===== config.mk =====
export PLATFORM = sky130hd
export DESIGN_NAME = nec_ir_pulse_distance_transmitter_top
export DESIGN_NICKNAME = d
export VERILOG_FILES = /design/src/rtl/nec_ir_pkg.sv /design/src/rtl/nec_ir_cfg.sv /design/src/rtl/nec_ir_find.sv /design/src/rtl/nec_ir_seq.sv /design/src/rtl/nec_ir_pulse_distance_transmitter_top.sv
export SDC_FILE = /design/constraint.sdc
export NUM_CORES = 1
export LEC_CHECK = 0
export BUFFER_PORTS_ARGS = -buffer_cell sky130_fd_sc_hd__buf_2
export CAP_MARGIN = 15
export CORE_ASPECT_RATIO = 1.5
export CORE_MARGIN = 1
export CORE_UTILIZATION = 50
export DETAILED_ROUTE_END_ITERATION = 7
export GPL_ROUTABILITY_DRIVEN = 1
export PLACE_DENSITY = 0.72
export SLEW_MARGIN = 40
export SYNTH_ARGS = -nofsm -noshare
export SYNTH_HDL_FRONTEND = slang
export SYNTH_SLANG_ARGS = --single-unit

===== constraint.sdc =====
create_clock -name clk -period 8.4 [get_ports clk]
set_input_delay 0.84 -clock clk [delete_from_list [all_inputs] [get_ports clk]]
set_output_delay 0.84 -clock clk [all_outputs]
set_load 0.01 [all_outputs]

===== src/rtl/nec_ir_pkg.sv =====
// Shared types, constants and a helper function for the infrared pulse-distance transmitter.
package nec_ir_pkg;

  localparam int unsigned CodeWidth = 64;
  localparam int unsigned CountWidth = 7;
  localparam int unsigned DurWidth = 16;
  localparam int unsigned HalfWidth = 8;
  localparam int unsigned CycWidth = 12;
  localparam int unsigned AddrWidth = 5;
  localparam int unsigned DataWidth = 32;

  localparam int unsigned UsPerCycle = 21;
  localparam logic [16:0] Recip21 = 17'd99865;
  localparam int unsigned RecipShift = 21;

  localparam logic [DurWidth-1:0] RstHeaderMark = 16'd9000;
  localparam logic [DurWidth-1:0] RstHeaderSpace = 16'd4500;
  localparam logic [DurWidth-1:0] RstBitMark = 16'd560;
  localparam logic [DurWidth-1:0] RstZeroSpace = 16'd560;
  localparam logic [DurWidth-1:0] RstOneSpace = 16'd1690;
  localparam logic [HalfWidth-1:0] RstCarrierHalf = 8'd13;
  localparam logic [CycWidth-1:0] RstHeaderCyc = CycWidth'(9000 / UsPerCycle);
  localparam logic [CycWidth-1:0] RstBitCyc = CycWidth'(560 / UsPerCycle);

  typedef enum logic [2:0] {
    REG_HEADER_MARK  = 3'd0,
    REG_HEADER_SPACE = 3'd1,
    REG_BIT_MARK     = 3'd2,
    REG_ZERO_SPACE   = 3'd3,
    REG_ONE_SPACE    = 3'd4,
    REG_CARRIER_HALF = 3'd5
  } reg_idx_t;

  typedef enum logic [2:0] {
    PH_IDLE   = 3'd0,
    PH_HMARK  = 3'd1,
    PH_HSPACE = 3'd2,
    PH_BMARK  = 3'd3,
    PH_BSPACE = 3'd4
  } phase_t;

  typedef struct packed {
    logic [CycWidth-1:0]  header_cyc;
    logic [CycWidth-1:0]  bit_cyc;
    logic [DurWidth-1:0]  header_space;
    logic [DurWidth-1:0]  zero_space;
    logic [DurWidth-1:0]  one_space;
    logic [HalfWidth-1:0] half;
  } cfg_t;

  typedef struct packed {
    logic pin;
    logic busy;
  } res_t;

  // Whole carrier cycles in a mark of the given length, by reciprocal multiplication.
  function automatic logic [CycWidth-1:0] mark_cycles(input logic [DurWidth-1:0] us);
    logic [32:0] prod;
    prod = 33'(us) * 33'(Recip21);
    return prod[RecipShift+CycWidth-1:RecipShift];
  endfunction

endpackage


===== src/rtl/nec_ir_cfg.sv =====
// Register file of the configuration port, with precomputed carrier cycle counts.
module nec_ir_cfg
  import nec_ir_pkg::*;
(
  input  logic                 clk,
  input  logic                 rst,
  input  logic                 psel,
  input  logic                 penable,
  input  logic                 pwrite,
  input  logic [AddrWidth-1:0] paddr,
  input  logic [DataWidth-1:0] pwdata,
  output logic [DataWidth-1:0] prdata,
  output cfg_t                 cfg
);

  logic [DurWidth-1:0]  header_mark;
  logic [DurWidth-1:0]  header_space;
  logic [DurWidth-1:0]  bit_mark;
  logic [DurWidth-1:0]  zero_space;
  logic [DurWidth-1:0]  one_space;
  logic [HalfWidth-1:0] carrier_half;
  logic [CycWidth-1:0]  header_cyc;
  logic [CycWidth-1:0]  bit_cyc;
  logic                 wr;
  reg_idx_t             idx;

  assign wr  = psel && penable && pwrite;
  assign idx = reg_idx_t'(paddr[4:2]);

  always_ff @(posedge clk) begin
    if (rst) begin
      header_mark  <= RstHeaderMark;
      header_space <= RstHeaderSpace;
      bit_mark     <= RstBitMark;
      zero_space   <= RstZeroSpace;
      one_space    <= RstOneSpace;
      carrier_half <= RstCarrierHalf;
      header_cyc   <= RstHeaderCyc;
      bit_cyc      <= RstBitCyc;
    end else if (wr) begin
      case (idx)
        REG_HEADER_MARK: begin
          header_mark <= pwdata[DurWidth-1:0];
          header_cyc  <= mark_cycles(pwdata[DurWidth-1:0]);
        end
        REG_HEADER_SPACE: header_space <= pwdata[DurWidth-1:0];
        REG_BIT_MARK: begin
          bit_mark <= pwdata[DurWidth-1:0];
          bit_cyc  <= mark_cycles(pwdata[DurWidth-1:0]);
        end
        REG_ZERO_SPACE:   zero_space <= pwdata[DurWidth-1:0];
        REG_ONE_SPACE:    one_space <= pwdata[DurWidth-1:0];
        REG_CARRIER_HALF: carrier_half <= pwdata[HalfWidth-1:0];
        default: begin
        end
      endcase
    end
  end

  always_comb begin
    case (idx)
      REG_HEADER_MARK:  prdata = DataWidth'(header_mark);
      REG_HEADER_SPACE: prdata = DataWidth'(header_space);
      REG_BIT_MARK:     prdata = DataWidth'(bit_mark);
      REG_ZERO_SPACE:   prdata = DataWidth'(zero_space);
      REG_ONE_SPACE:    prdata = DataWidth'(one_space);
      REG_CARRIER_HALF: prdata = DataWidth'(carrier_half);
      default:          prdata = '0;
    endcase
  end

  always_comb begin
    cfg.header_cyc   = header_cyc;
    cfg.bit_cyc      = bit_cyc;
    cfg.header_space = header_space;
    cfg.zero_space   = zero_space;
    cfg.one_space    = one_space;
    cfg.half         = (carrier_half == '0) ? HalfWidth'(1) : carrier_half;
  end

endmodule


===== src/rtl/nec_ir_find.sv =====
// Search for the next code bit that takes time, and the bits still pending after it.
module nec_ir_find
  import nec_ir_pkg::*;
(
  input  logic [CodeWidth-1:0] pend,
  input  logic [CodeWidth-1:0] code,
  input  logic                 mark_on,
  input  logic                 zero_on,
  input  logic                 one_on,
  output logic                 found,
  output logic                 found_bit,
  output logic [CodeWidth-1:0] pend_next
);

  logic [CodeWidth-1:0] elig;
  logic [CodeWidth-1:0] s1, s2, s4, s8, s16, s32;
  logic [CodeWidth-1:0] onehot;

  // With no bit mark, a bit takes time only when its own space is non-zero.
  assign elig = pend & (mark_on ? {CodeWidth{1'b1}}
                                : ((code & {CodeWidth{one_on}}) |
                                   (~code & {CodeWidth{zero_on}})));

  // Smear the highest eligible bit downwards.
  assign s1  = elig | (elig >> 1);
  assign s2  = s1 | (s1 >> 2);
  assign s4  = s2 | (s2 >> 4);
  assign s8  = s4 | (s4 >> 8);
  assign s16 = s8 | (s8 >> 16);
  assign s32 = s16 | (s16 >> 32);

  assign onehot    = s32 & ~(s32 >> 1);
  assign found     = |elig;
  assign found_bit = |(onehot & code);
  assign pend_next = pend & (s32 >> 1);

endmodule


===== src/rtl/nec_ir_seq.sv =====
// Frame sequencer: phase state, carrier timing and the result of each request.
module nec_ir_seq
  import nec_ir_pkg::*;
(
  input  logic                  clk,
  input  logic                  rst,
  input  logic                  go,
  input  logic                  kind,
  input  logic [CodeWidth-1:0]  code_word,
  input  logic [CountWidth-1:0] bit_count,
  input  cfg_t                  cfg,
  output res_t                  res
);

  phase_t               phase, phase_next;
  logic [CycWidth-1:0]  ccl, ccl_next;
  logic [DurWidth-1:0]  tc, tc_next;
  logic                 chigh, chigh_next;
  logic                 cur_bit, cur_bit_next;
  logic [CodeWidth-1:0] pend, pend_next;
  logic [CodeWidth-1:0] code, code_next;

  logic                  start_now;
  logic                  tick_now;
  logic [CountWidth-1:0] n_sat;
  logic [CodeWidth-1:0]  vmask;
  logic [CodeWidth-1:0]  f_pend;
  logic [CodeWidth-1:0]  f_code;
  logic                  f_found;
  logic                  f_bit;
  logic [CodeWidth-1:0]  f_pend_next;
  logic [DurWidth-1:0]   tc_dec;
  logic [CycWidth-1:0]   ccl_dec;
  logic [DurWidth-1:0]   cur_space;
  logic [DurWidth-1:0]   f_space;

  assign start_now = go && kind && (phase == PH_IDLE);
  assign tick_now  = go && !kind && (phase != PH_IDLE);

  assign n_sat = (bit_count > CountWidth'(CodeWidth)) ? CountWidth'(CodeWidth) : bit_count;
  assign vmask = (n_sat == CountWidth'(CodeWidth)) ? {CodeWidth{1'b1}}
               : ((CodeWidth'(1) << n_sat[5:0]) - CodeWidth'(1));

  assign f_pend = start_now ? vmask : pend;
  assign f_code = start_now ? code_word : code;

  nec_ir_find u_find (
    .pend      (f_pend),
    .code      (f_code),
    .mark_on   (cfg.bit_cyc != '0),
    .zero_on   (cfg.zero_space != '0),
    .one_on    (cfg.one_space != '0),
    .found     (f_found),
    .found_bit (f_bit),
    .pend_next (f_pend_next)
  );

  assign tc_dec    = (tc == '0) ? '0 : tc - DurWidth'(1);
  assign ccl_dec   = (ccl == '0) ? '0 : ccl - CycWidth'(1);
  assign cur_space = cur_bit ? cfg.one_space : cfg.zero_space;
  assign f_space   = f_bit ? cfg.one_space : cfg.zero_space;

  always_comb begin
    phase_next   = phase;
    ccl_next     = ccl;
    tc_next      = tc;
    chigh_next   = chigh;
    cur_bit_next = cur_bit;
    pend_next    = pend;
    code_next    = code;
    if (start_now || tick_now) begin
      if (start_now) begin
        code_next = code_word;
        pend_next = vmask;
      end
      if (tick_now && (tc_dec != '0)) begin
        tc_next = tc_dec;
      end else if (tick_now && (phase == PH_HMARK || phase == PH_BMARK) && chigh) begin
        chigh_next = 1'b0;
        tc_next    = DurWidth'(cfg.half);
      end else if (tick_now && (phase == PH_HMARK || phase == PH_BMARK) && (ccl_dec != '0)) begin
        ccl_next   = ccl_dec;
        chigh_next = 1'b1;
        tc_next    = DurWidth'(cfg.half);
      end else if (start_now && (cfg.header_cyc != '0)) begin
        phase_next = PH_HMARK;
        ccl_next   = cfg.header_cyc;
        chigh_next = 1'b1;
        tc_next    = DurWidth'(cfg.half);
      end else if ((start_now || phase == PH_HMARK) && (cfg.header_space != '0)) begin
        phase_next = PH_HSPACE;
        chigh_next = 1'b0;
        tc_next    = cfg.header_space;
      end else if (!start_now && phase == PH_BMARK && (cur_space != '0)) begin
        phase_next = PH_BSPACE;
        chigh_next = 1'b0;
        tc_next    = cur_space;
      end else if (!f_found) begin
        phase_next = PH_IDLE;
        ccl_next   = '0;
        tc_next    = '0;
        chigh_next = 1'b0;
        pend_next  = '0;
      end else if (cfg.bit_cyc != '0) begin
        phase_next   = PH_BMARK;
        ccl_next     = cfg.bit_cyc;
        chigh_next   = 1'b1;
        tc_next      = DurWidth'(cfg.half);
        cur_bit_next = f_bit;
        pend_next    = f_pend_next;
      end else begin
        phase_next   = PH_BSPACE;
        chigh_next   = 1'b0;
        tc_next      = f_space;
        cur_bit_next = f_bit;
        pend_next    = f_pend_next;
      end
    end
  end

  always_comb begin
    if (kind) begin
      res.pin  = (phase_next == PH_HMARK || phase_next == PH_BMARK) && chigh_next;
      res.busy = (phase_next != PH_IDLE);
    end else begin
      res.pin  = (phase == PH_HMARK || phase == PH_BMARK) && chigh;
      res.busy = (phase != PH_IDLE);
    end
  end

  always_ff @(posedge clk) begin
    if (rst) begin
      phase   <= PH_IDLE;
      ccl     <= '0;
      tc      <= '0;
      chigh   <= 1'b0;
      cur_bit <= 1'b0;
      pend    <= '0;
      code    <= '0;
    end else begin
      phase   <= phase_next;
      ccl     <= ccl_next;
      tc      <= tc_next;
      chigh   <= chigh_next;
      cur_bit <= cur_bit_next;
      pend    <= pend_next;
      code    <= code_next;
    end
  end

  assert property (@(posedge clk) disable iff (rst) (phase == PH_IDLE) |-> (pend == '0))
    else $error("Pending code bits remain while idle.");
  assert property (@(posedge clk) disable iff (rst) (phase != PH_IDLE) |-> (tc != '0))
    else $error("A frame phase is running with no ticks left.");
  assert property (@(posedge clk) disable iff (rst)
                   ((phase == PH_HMARK || phase == PH_BMARK) && !chigh) |-> (ccl != '0))
    else $error("A mark is in its low half with no carrier cycle left.");
  assert property (@(posedge clk) disable iff (rst)
                   (phase == PH_HSPACE || phase == PH_BSPACE || phase == PH_IDLE) |-> !chigh)
    else $error("Carrier is high outside a mark.");

endmodule


===== src/rtl/nec_ir_pulse_distance_transmitter_top.sv =====
// Top level of the infrared pulse-distance transmitter: request registers and configuration port.
// Each request passes through the input register and then the result register.
// Throughput: one request per cycle while no result is stalled; the frame state is updated
// in one pass per request. An input register and a result register part the two channels,
// so with the input register free, a request is taken while a finished result still waits.
// Reset is synchronous and active high; it empties both registers, idles the sequencer
// and loads the default frame timing.
module nec_ir_pulse_distance_transmitter_top
  import nec_ir_pkg::*;
(
  input  logic                  clk,
  input  logic                  rst,
  input  logic                  psel,
  input  logic                  penable,
  input  logic                  pwrite,
  input  logic [AddrWidth-1:0]  paddr,
  input  logic [DataWidth-1:0]  pwdata,
  output logic [DataWidth-1:0]  prdata,
  output logic                  pready,
  input  logic                  in_valid,
  output logic                  in_stall,
  input  logic                  kind,
  input  logic [CodeWidth-1:0]  code_word,
  input  logic [CountWidth-1:0] bit_count,
  output logic                  out_valid,
  input  logic                  out_stall,
  output logic                  pin_level,
  output logic                  busy_res
);

  cfg_t                  cfg;
  res_t                  res;
  logic                  s1_valid;
  logic                  s1_kind;
  logic [CodeWidth-1:0]  s1_code;
  logic [CountWidth-1:0] s1_count;
  logic                  blocked;
  logic                  go;
  logic                  take;

  assign pready   = 1'b1;
  assign blocked  = out_valid && out_stall;
  assign go       = s1_valid && !blocked;
  assign in_stall = s1_valid && blocked;
  assign take     = in_valid && !in_stall;

  nec_ir_cfg u_cfg (
    .clk     (clk),
    .rst     (rst),
    .psel    (psel),
    .penable (penable),
    .pwrite  (pwrite),
    .paddr   (paddr),
    .pwdata  (pwdata),
    .prdata  (prdata),
    .cfg     (cfg)
  );

  nec_ir_seq u_seq (
    .clk       (clk),
    .rst       (rst),
    .go        (go),
    .kind      (s1_kind),
    .code_word (s1_code),
    .bit_count (s1_count),
    .cfg       (cfg),
    .res       (res)
  );

  always_ff @(posedge clk) begin
    if (rst) begin
      s1_valid  <= 1'b0;
      out_valid <= 1'b0;
    end else begin
      s1_valid  <= take || (s1_valid && !go);
      out_valid <= go || blocked;
    end
  end

  always_ff @(posedge clk) begin
    if (take) begin
      s1_kind  <= kind;
      s1_code  <= code_word;
      s1_count <= bit_count;
    end
    if (go) begin
      pin_level <= res.pin;
      busy_res  <= res.busy;
    end
  end

endmodule

Yosys cells after proc, flatten, opt, wreduce, memory -nomap -nowiden
Index checks and enable logic that the tools add are counted.
{"block": "word_totals", "register_bits": 349, "in_bits": 116, "elab_cells": 170}
{"block": "op_classes", "add_sub_neg": 3, "mul": 1, "order_cmp": 1, "n_eq_ne": 13, "shift": 1, "muxes": 51, "bitwise_logic": 21, "n_reduce_logical": 57}
{"cell": "$mux 64", "n": 11}
{"cell": "$and 64x64->64", "n": 5}
{"cell": "$mux 16", "n": 11}
{"cell": "$reduce_or 64->1", "n": 2}
{"cell": "$pmux 16 s6", "n": 1}
{"cell": "$mux 12", "n": 7}
{"cell": "$reduce_bool 16->1", "n": 5}
{"cell": "$and 64x63->64", "n": 1}
{"cell": "$not 63->64", "n": 1}
{"cell": "$not 64->64", "n": 1}
{"cell": "$or 64x32->64", "n": 1}
{"cell": "$or 64x48->64", "n": 1}
{"cell": "$or 64x56->64", "n": 1}
{"cell": "$or 64x60->64", "n": 1}
{"cell": "$or 64x62->64", "n": 1}
{"cell": "$or 64x63->64", "n": 1}
{"cell": "$or 64x64->64", "n": 1}
{"cell": "$shl 1x6->64 const A", "n": 1}
{"cell": "$sub 64x1->64 const B", "n": 1}
{"cell": "$reduce_bool 12->1", "n": 3}
{"cell": "$mul 16x17->33 const B", "n": 1}
{"cell": "$mux 3", "n": 9}
{"cell": "$logic_and 1x1->1", "n": 21}
{"cell": "$logic_not 16->1", "n": 1}
{"cell": "23 further kinds", "n": 59}

Depth between registers and ports, before layout
Gate-level depths: netlist of run 1.
{"block": "logic_depth", "word_depth": 30, "mapped_depth": 28, "ltp_nobuf": 24}

Modules after synthesis
A second synthesis of run 1 with hierarchy kept.
{"block": "unflattened", "hier_cells": 3112, "area_unflattened_um2": 24822.6}
{"module": "nec_ir_seq", "n_inst": 1, "cells_per_inst": 1578, "area_each_um2": 10816.6, "seq_area_each_um2": 3223.1}
{"module": "nec_ir_cfg", "n_inst": 1, "cells_per_inst": 978, "area_each_um2": 8533.2, "seq_area_each_um2": 2242.2}
{"module": "nec_ir_find", "n_inst": 1, "cells_per_inst": 470, "area_each_um2": 3153.0, "seq_area_each_um2": 0.0}
{"module": "nec_ir_pulse_distance_transmitter_top", "n_inst": 1, "cells_per_inst": 86, "area_each_um2": 2319.7, "seq_area_each_um2": 2262.2}

Worst setup path before layout of run 1
No wires, ideal clock.
{"block": "synth_path", "path_kind": "register to register", "start": "reg s1_count[6]", "end": "reg u_seq.tc[2]", "arrival_time_ns": 6.104, "setup_slack_ns": 2.167, "path_stages_with_launch": 26, "path_buffers": 6, "cell_sequence": "edfxtp_1 -> buf_2 -> buf_2 -> buf_1 -> buf_1 -> nor4b_1 -> nand2_1 -> ha_1 -> inv_1 -> a2111o_1 -> nor3_1 -> mux2i_1 -> o21ai_1 -> a2111o_1 -> nor4b_4 -> and3_1 -> buf_2 -> and3_1 -> mux2_2 -> a2111o_1 -> nor4_2 -> and2_4 -> buf_6 -> mux2_1 -> a222oi_1 -> o21ai_1"}
{"block": "synth_via", "elab_chain_len": 26, "word_cells_on_any_way": 28, "classes_between": "1 x add/sub; 1 x order compare; 1 x eq/ne; 1 x shift; 12 x mux; 10 x bitwise; 2 x reduce/logical"}
{"item": "start: declaration", "line": "nec_ir_pulse_distance_transmitter_top.sv:36", "source": "logic [CountWidth-1:0] s1_count;"}
{"item": "start signal: assignment", "line": "nec_ir_pulse_distance_transmitter_top.sv:84", "source": "s1_count <= bit_count;"}
{"item": "$gt 7x7->1", "line": "nec_ir_seq.sv:40", "source": "assign n_sat = (bit_count > CountWidth'(CodeWidth)) ? CountWidth'(CodeWidth) : bit_count;"}
{"item": "$mux 7 (*)", "line": "nec_ir_seq.sv:40"}
{"item": "$shl 1x6->64", "line": "nec_ir_seq.sv:42", "source": ": ((CodeWidth'(1) << n_sat[5:0]) - CodeWidth'(1));"}
{"item": "$sub 64x1->64", "line": "nec_ir_seq.sv:42"}
{"item": "$mux 64 (*)", "line": "nec_ir_seq.sv:41", "source": "assign vmask = (n_sat == CountWidth'(CodeWidth)) ? {CodeWidth{1'b1}}"}
{"item": "$mux 64 (*)", "line": "nec_ir_seq.sv:44", "source": "assign f_pend = start_now ? vmask : pend;"}
{"item": "$and 64x64->64 (*)", "line": "nec_ir_find.sv:20", "source": "assign elig = pend & (mark_on ? {CodeWidth{1'b1}}"}
{"item": "$or 64x63->64", "line": "nec_ir_find.sv:25", "source": "assign s1 = elig | (elig >> 1);"}
{"item": "[10 not listed]"}
{"item": "$mux 16", "line": "nec_ir_seq.sv:104", "source": "end else if (cfg.bit_cyc != '0) begin"}
{"item": "$mux 16 (*)", "line": "nec_ir_seq.sv:98", "source": "end else if (!f_found) begin"}
{"item": "$mux 16 (*)", "line": "nec_ir_seq.sv:94", "source": "end else if (!start_now && phase == PH_BMARK && (cur_space != '0)) begin"}
{"item": "$mux 16 (*)", "line": "nec_ir_seq.sv:90", "source": "end else if ((start_now || phase == PH_HMARK) && (cfg.header_space != '0)) begin"}
{"item": "$mux 16 (*)", "line": "nec_ir_seq.sv:85", "source": "end else if (start_now && (cfg.header_cyc != '0)) begin"}
{"item": "$mux 16 (*)", "line": "nec_ir_seq.sv:81", "source": "end else if (tick_now && (phase == PH_HMARK || phase == PH_BMARK) && (ccl_dec != '0)) begin"}
{"item": "$mux 16 (*)", "line": "nec_ir_seq.sv:78", "source": "end else if (tick_now && (phase == PH_HMARK || phase == PH_BMARK) && chigh) begin"}
{"item": "$mux 16 (*)", "line": "nec_ir_seq.sv:76", "source": "if (tick_now && (tc_dec != '0)) begin"}
{"item": "end signal: assignment", "line": "nec_ir_seq.sv:143", "source": "tc <= tc_next;"}
{"item": "end: declaration", "line": "nec_ir_seq.sv:17", "source": "logic [DurWidth-1:0] tc, tc_next;"}
Every way passes the cells marked *; elsewhere a longest branch is shown, timed or not.
A chain may end at the register's enable or synchronous reset.

Worst setup path after layout of run 1
{"block": "layout_path", "start": "reg s1_count[5]", "end": "reg u_seq.tc[6]"}
The elaborated chain is that of the path after synthesis.

==> results by group, run 1 <==
Timing
  • Final setup vio count: 0
  • Max Fclk: 136.2 MHz
  • Period Utilization, post-route: between 80% and 90%
  • RSZ-0062 raised after global routing: false
  • Final worst clock skew: between 0.02 and 0.03 ns
  • Fin Hold WS: 0.4480 ns
  • Fin. Hold Viols: 0
  • Slew headroom: 38.94%
  • Setup TNS: 0 ns
  • Max-slew violation count: 0
  • Actual slew at the worst max-slew pin: 0.9159 ns
  • Setup ws final: roughly 1.1 ns
  • Min cycle time layout: between 7 and 8 ns

Clock tree
  • Num CTS Buffers: 37
  • CTS Hold Bufs: 0
  • Root Buffer: clkbuf_16
  • Maximum clock path buffer count: 3
  • Postcts setup bufs: 0
  • CTS tree: yes
  • CTS Sinks: 349
  • Clk slew on worst S/H paths: 0.07 ns
  • Post-CTS resize count: 0
  • Worst skew pair latency: 0.57 ns
  • H-tree lvl count: 2

Cells and area
  • Design area: 25500 um2
  • Filler cells: 4212
  • Nets: 3100
  • Ant diodes: 0
  • FF+latch area: 7727 um2
  • Area grow syn2layout: 10.25%
  • Area of the multi-input gates: about 14000 um2
  • Fraction of layout cells with a size suffix above 1: 11.77%

Detailed routing
  • DR WL met2: 39320 um
  • Via Count: 21760
  • Final Routed Wirelength: 77490 um
  • Post-route ant nets: 0
  • DRT met1 WL: 28650 um
  • DRC viols: 0
  • DR WL met3: 4691 um
  • Routed WL per cell: 22.56 um
  • DR pass1 iterations: 6
  • Starting DRC count in detailed routing: ~1800
  • Max Used Layer: met5
  • Via/cell ratio: 6.335

Pwr
  • Max VDD drop: 0.2151 mV
  • LEAKAGE: 10.23 nW
  • NetSw: 1.648 mW
  • Pint: around 3.3 mW
  • Net Sw Frac: ~33%
  • Power Density: 193.2 nW/um2
  • Seq pwr share: between 30% and 40%
  • Power share of the clock group: 34.5%
  • Logic gate share of total power: 28.8%

Yosys
  • Synth Register Bits: 349
  • Yosys warning total: 0
  • Syn Inst Count: 2764
  • Post-synth EDFFs: 74
  • Syn Area/Cell: 8.369 um2
  • Primary FF master, synth: dfxtp_1
  • Synthesized area: 23130 um2
  • Post-synth top area cell: dfxtp_1
  • Share of the synthesized area in the top cell type: 23.80%
  • Post-synth cell types: just over 100
  • Top post-synthesis cells by area: dfxtp_1, edfxtp_1, ha_1
  • Sequential cell area fraction in the yosys report: roughly 33%
  • Fraction of registers with async set/reset: 0%

GRT
  • Number of global-route vias before repair: 21460
  • Largest net degree at the start of global routing: 118
  • Global-route wire length before repair: ~120000 um
  • Tot GR Track Use: 32.66%
  • GRT Residual Overflow: 0
  • Antenna violations before repair: 2

Worst hold path
  • HP Class: in -> reg

Worst setup path
  • Worst Setup Start Kind: flip-flop
  • CP max FO: 14
  • Crit path capture type: flip-flop
  • CP required: slightly below 9 ns
  • Crit Path Class: reg -> reg
  • Crit path DAT: 7.79 ns

Die
  • Core box area: ~46000 um2
  • Row count: between 90 and 100
  • Die width: around 180 um
  • Starting Density: 50.68%
  • Die Ht: 265.4 um
  • Full die area: approximately 47000 um2
  • IO Count: 153

Placement
  • Dpl hpwl: 56800 um
  • Port bufs: 117
  • Placed cell area: 24250 um2
  • RePlAce Congestion: 1.007
  • DP Worst Slack: roughly 1.3 ns

Outcome
  • Status: complete, no violations

Job
  • Max-Cap Viols: 0
[layer usage]
| layer | up-vias | global-route usage, % |
|---|---|---|
| met3 | 251 | 3.931 |
| li1 | 10120 | - |
| met2 | 981 | 58.47 |
| met4 | 4 | 19.75 |
| met1 | 10400 | 36.55 |
| met5 | - | 0 |
[cell usage in the layout (no fill, tap or decap), types with 40 or more instances in the layout]
master      n
nor2_1    293
a21oi_1   234
nand2_1   345
nor3_1     79
nor4_1     40
buf_4      69
edfxtp_1   74
ha_1      122
dfxtp_1   275
o21ai_0    92
a211oi_1   40
buf_2     115
inv_1     102
fa_1       44
mux2i_1   125
nand3_1    72
[cells by family (layout without fill, tap and decap cells)]
| family | count (synthesis) | in the layout | share of synthesized area [%] |
|---|---|---|---|
| simple gates | 1110 | 1110 | 23.45 |
| fa+ha+maj | 166 | 166 | 10.41 |
| flops | 349 | 349 | 33.41 |
| xor+xnor | 33 | 33 | 1.250 |
| mux | 155 | 155 | 7.162 |
| compound gates | 657 | 657 | 18.79 |
| other cells | 2 | 17 | 0.03247 |
| buf+inv | 292 | 360 | 5.501 |
[critical path, cell delays in order (launching register included)]
cell      delay [ns]
edfxtp_1        0.70
inv_1           0.25
a21oi_1         0.19
ha_1            0.50
inv_1           0.22
a211oi_2        0.52
o311ai_1        0.34
buf_4           0.26
or4_1           0.52
nand3_1         0.23
nand4_1         0.37
nor3_4          0.34
and3_1          0.23
nand3_2         0.16
or2_0           0.33
a2111o_1        0.40
nor4_2          0.49
and2_4          0.36
mux2_1          0.36
a222oi_1        0.35
o21ai_1         0.09
[layout make-up]
cell class	count	area share, %
Tap cell	588	2.885
Timing Repair Buffer	189	4.553
Sequential cell	349	30.30
Clock inverter	18	0.7654
Inverter	103	1.516
Clock buffer	50	4.102
Multi-Input combinational cell	2138	55.88
[worst paths after layout]
| check | start | endpoint | slack, ns | cells past startpoint |
|---|---|---|---|---|
| hold / removal | code_word[50] | s1_code[50] | 0.45 | 1 |
| setup reg to reg | s1_count[5] | u_seq.tc[6] | 1.06 | 20 |
| setup / recovery | s1_count[5] | u_seq.tc[6] | 1.06 | 20 |
| hold reg to reg | u_cfg.bit_mark[8] | u_cfg.bit_mark[8] | 0.45 | 2 |
[cell usage after synthesis (11+ instances only)]
| master | number |
|---|---|
| a211o_1 | 19 |
| a211oi_1 | 40 |
| a21o_1 | 12 |
| a21oi_1 | 234 |
| a22oi_1 | 17 |
| a31oi_1 | 18 |
| and2_1 | 21 |
| and3_1 | 29 |
| buf_1 | 16 |
| buf_2 | 28 |
| buf_4 | 21 |
| clkbuf_1 | 118 |
| dfxtp_1 | 275 |
| edfxtp_1 | 74 |
| fa_1 | 44 |
| ha_1 | 122 |
| inv_1 | 102 |
| mux2_2 | 17 |
| mux2i_1 | 125 |
| nand2_1 | 345 |
| nand2b_1 | 22 |
| nand3_1 | 72 |
| nand3b_1 | 26 |
| nand4_1 | 33 |
| nor2_1 | 297 |
| nor2b_1 | 23 |
| nor3_1 | 83 |
| nor3b_1 | 12 |
| nor4_1 | 41 |
| o211ai_1 | 27 |
| o21ai_0 | 92 |
| o21ai_1 | 11 |
| o22ai_1 | 15 |
| o31ai_1 | 22 |
| or2_2 | 15 |
| or3_1 | 27 |
| xnor2_1 | 19 |
| xor2_1 | 14 |
[flip-flops by register name (all words and copies together) (netlist names)]
name / flops
u_seq.chigh: 1
u_seq.tc: 16
out_valid: 1
busy_res: 1
u_seq.pend: 64
u_seq.code: 64
s1_count: 7
u_cfg.header_cyc: 12
u_cfg.header_mark: 16
s1_code: 64
u_cfg.one_space: 16
s1_kind: 1
u_cfg.carrier_half: 8
u_cfg.bit_cyc: 12
u_cfg.header_space: 16
u_seq.phase: 3
s1_valid: 1
u_cfg.bit_mark: 16
pin_level: 1
u_seq.ccl: 12
u_cfg.zero_space: 16
u_seq.cur_bit: 1
[metrics by stage]
step                util (%)  instances  power [mW]
finish                 55.87       3435       4.927
global route           55.87       3435       5.177
CTS                    55.84       3435       4.937
detailed placement     53.12       3367       3.242
global placement       53.05       3366       3.200
floorplan                  -       2779       2.847
[power by group through the flow]
| stage | Clock, mW | Sequential (mW) | Combinational [mW] |
|---|---|---|---|
| final | 1.70 | 1.81 | 1.42 |
| after detailed placement | 0 | 1.84 | 1.40 |
| after floorplan | 0 | 1.83 | 1.02 |
| after global routing | 1.78 | 1.81 | 1.58 |
| after CTS | 1.72 | 1.81 | 1.41 |
| after global placement | 0 | 1.84 | 1.36 |
Note: power is estimated with default switching activity, not from simulation.
==> run 2, diff against run 1 <==
Clock period 8.4 ns to 9.05 ns, I/O delays scaled along.
==> results by group, run 2 (same netlist as run 1, synthesis figures left out) <==
Outcome
  • Status: finished, violations left
  • Failing checks: DRC

Die
  • IO Count: 153
  • Starting Density: 50.68%
  • Die Ht: approximately 270 um
  • Core box area: 45640 um2
  • Die width: 177.6 um
  • Row count: 96
  • Full die area: 47140 um2

Placement
  • Dpl hpwl: 56280 um
  • DP Worst Slack: roughly 1.6 ns
  • Inst Count DP: around 3400
  • Port bufs: approximately 120
  • RePlAce Congestion: 1.026

Worst setup path
  • Worst Setup SP: s1_count[5]
  • R2R setup slack: approximately 1.5 ns
  • FF-to-FF End: u_seq.tc[5]
  • Cells on worst reg2reg path: 20
  • Worst Setup Start Kind: flip-flop
  • CP cell instances: inv_1, a21oi_1, ha_1, inv_1, a2111o_1, nor3_1, mux2i_1, o21ai_1, a2111o_1, nor4b_4, buf_4, and3_1, and3_1, mux2_2, a2111o_1, nor4_2, and2_4, mux2_1, a222oi_1, o21ai_1
  • Crit path DAT: 7.97 ns
  • Crit path capture type: flip-flop
  • R2R Path Start: s1_count[5]
  • CP max FO: 19
  • Most frequent cell on the critical path: a2111o_1
  • CP required: 9.49 ns
  • Capture point of the worst path: u_seq.tc[5]
  • Crit Path Class: reg -> reg
  • Max stage delay on crit path: slightly below 0.8 ns
  • CP max-delay cell: edfxtp_1

Cells and area
  • Commonest cells after routing, fill and taps aside: nand2_1, nor2_1, dfxtp_1
  • Area grow syn2layout: 10.19%
  • Largest registers: s1_code x64, u_seq.code x64, u_seq.pend x64
  • Most common cell after layout, fill and taps aside: nand2_1
  • Number of non-filler instances in the completed layout: roughly 3400
  • Fraction of layout cells with a size suffix above 1: 11.47%
  • Nets: 3087
  • Ant diodes: 0
  • Filler cells: 4231

Clock tree
  • Post-CTS resize count: 0
  • Worst skew pair latency: approximately 0.56 ns
  • Postcts setup bufs: 0
  • Root Buffer: clkbuf_16
  • CTS Hold Bufs: 0
  • CTS Sinks: ~350
  • CTS tree: yes
  • H-tree lvl count: 2
  • Clk slew on worst S/H paths: 0.07 ns
  • Num CTS Buffers: 38
  • Maximum clock path buffer count: 3

Timing
  • Actual slew at the worst max-slew pin: 0.8757 ns
  • Min cycle time layout: 7.532 ns
  • Max-slew violation count: 0
  • Setup TNS: 0 ns
  • Final setup vio count: 0
  • Slew headroom: 41.48%
  • RSZ-0062 raised after global routing: false
  • Fin. Hold Viols: 0
  • Max Fclk: between 100 and 150 MHz
  • Setup ws final: 1.518 ns
  • Period Utilization, post-route: 83.22%
  • Final worst clock skew: between 0.03 and 0.04 ns

GRT
  • Number of global-route vias before repair: 21440
  • Largest net degree at the start of global routing: 97
  • Antenna violations before repair: 2
  • Tot GR Track Use: 32.35%
  • Global-route wire length before repair: ~120000 um
  • GRT Residual Overflow: 0

Detailed routing
  • Post-route ant nets: 0
  • Final Routed Wirelength: 76940 um
  • Via/cell ratio: 6.330
  • DR pass1 iterations: 8
  • DRC viols: 3
  • Starting DRC count in detailed routing: around 2000
  • Routed WL per cell: approximately 22 um
  • Via Count: 21660

Worst hold path
  • HP Class: reg -> reg

Job
  • Max-Cap Viols: 0

Pwr
  • Max VDD drop: 0.2248 mV
  • Power Density: 182.0 nW/um2
  • LEAKAGE: 10.20 nW
-- run 2: cell count changes in the layout (fill, tap and decap cells not counted), moves of 2 or more --
cell and delta:
buf_4 -15, nor2_2 +2, bufinv_16 +2, clkbuf_16 +2, clkinv_4 -2, nor2_1 -2
-- run 2: per-stage QoR --
stage               area, um2  utilization, %  power, mW  hold slack, ns
floorplan               23190               -      2.642          0.4292
global placement        24110           52.82      2.964          0.4368
detailed placement      24150           52.92      3.007          0.4446
CTS                     25480           55.81      4.660          0.4546
global route            25490           55.84      4.866          0.4751
finish                  25490           55.84      4.637          0.4503
-- run 2: worst min-delay path by stage --
| stage | to | cells after the start | start | slack, ns |
|---|---|---|---|---|
| 5_1_grt | u_cfg.bit_mark[6] | 2 | u_cfg.bit_mark[6] | 0.48 |
| 3_5_place_dp | u_seq.pend[25] | 2 | u_seq.pend[25] | 0.44 |
| 3_3_place_gp | u_seq.pend[25] | 2 | u_seq.pend[25] | 0.44 |
| 2_1_floorplan | u_seq.pend[25] | 2 | u_seq.pend[25] | 0.43 |
| 6_report | u_seq.pend[25] | 2 | u_seq.pend[25] | 0.45 |
| 4_1_cts | u_seq.pend[25] | 2 | u_seq.pend[25] | 0.45 |
-- run 2: cell type report --
cell class / count / area [um2] / area share, %
Sequential cell: 349 / 7727 / 30.32
Timing Repair Buffer: 175 / 1060 / 4.158
Clock buffer: 50 / 1079 / 4.232
Clock inverter: 19 / 244.0 / 0.9573
Multi-Input combinational cell: 2138 / 14250 / 55.93
Inverter: 103 / 386.6 / 1.517
Tap cell: 588 / 735.7 / 2.887
-- run 2: metal layers --
metal	GRT usage (%)	up-vias	routed length [um]	part of all wire [%]
met4	20.21	4	5117	6.7
met3	4.417	278	4688	6.1
met2	58.55	918	39050	51
li1	-	10100	-	-
met1	35.06	10360	28060	36
met5	0	-	23	0.030
-- run 2: critical path: cells and delay by family, from the launching register on --
family          cells  cell delay, ns
simple gates        6            2.27
compound gates      7            2.19
mux                 3            1.05
flops               1            0.78
buf+inv             3            0.65
fa+ha+maj           1            0.44
-- run 2: power by group --
part / switching, mW / internal, mW
combinational: 0.798 / 0.510
sequential: 0.0332 / 1.64
clock: 0.685 / 0.967
total: 1.52 / 3.12
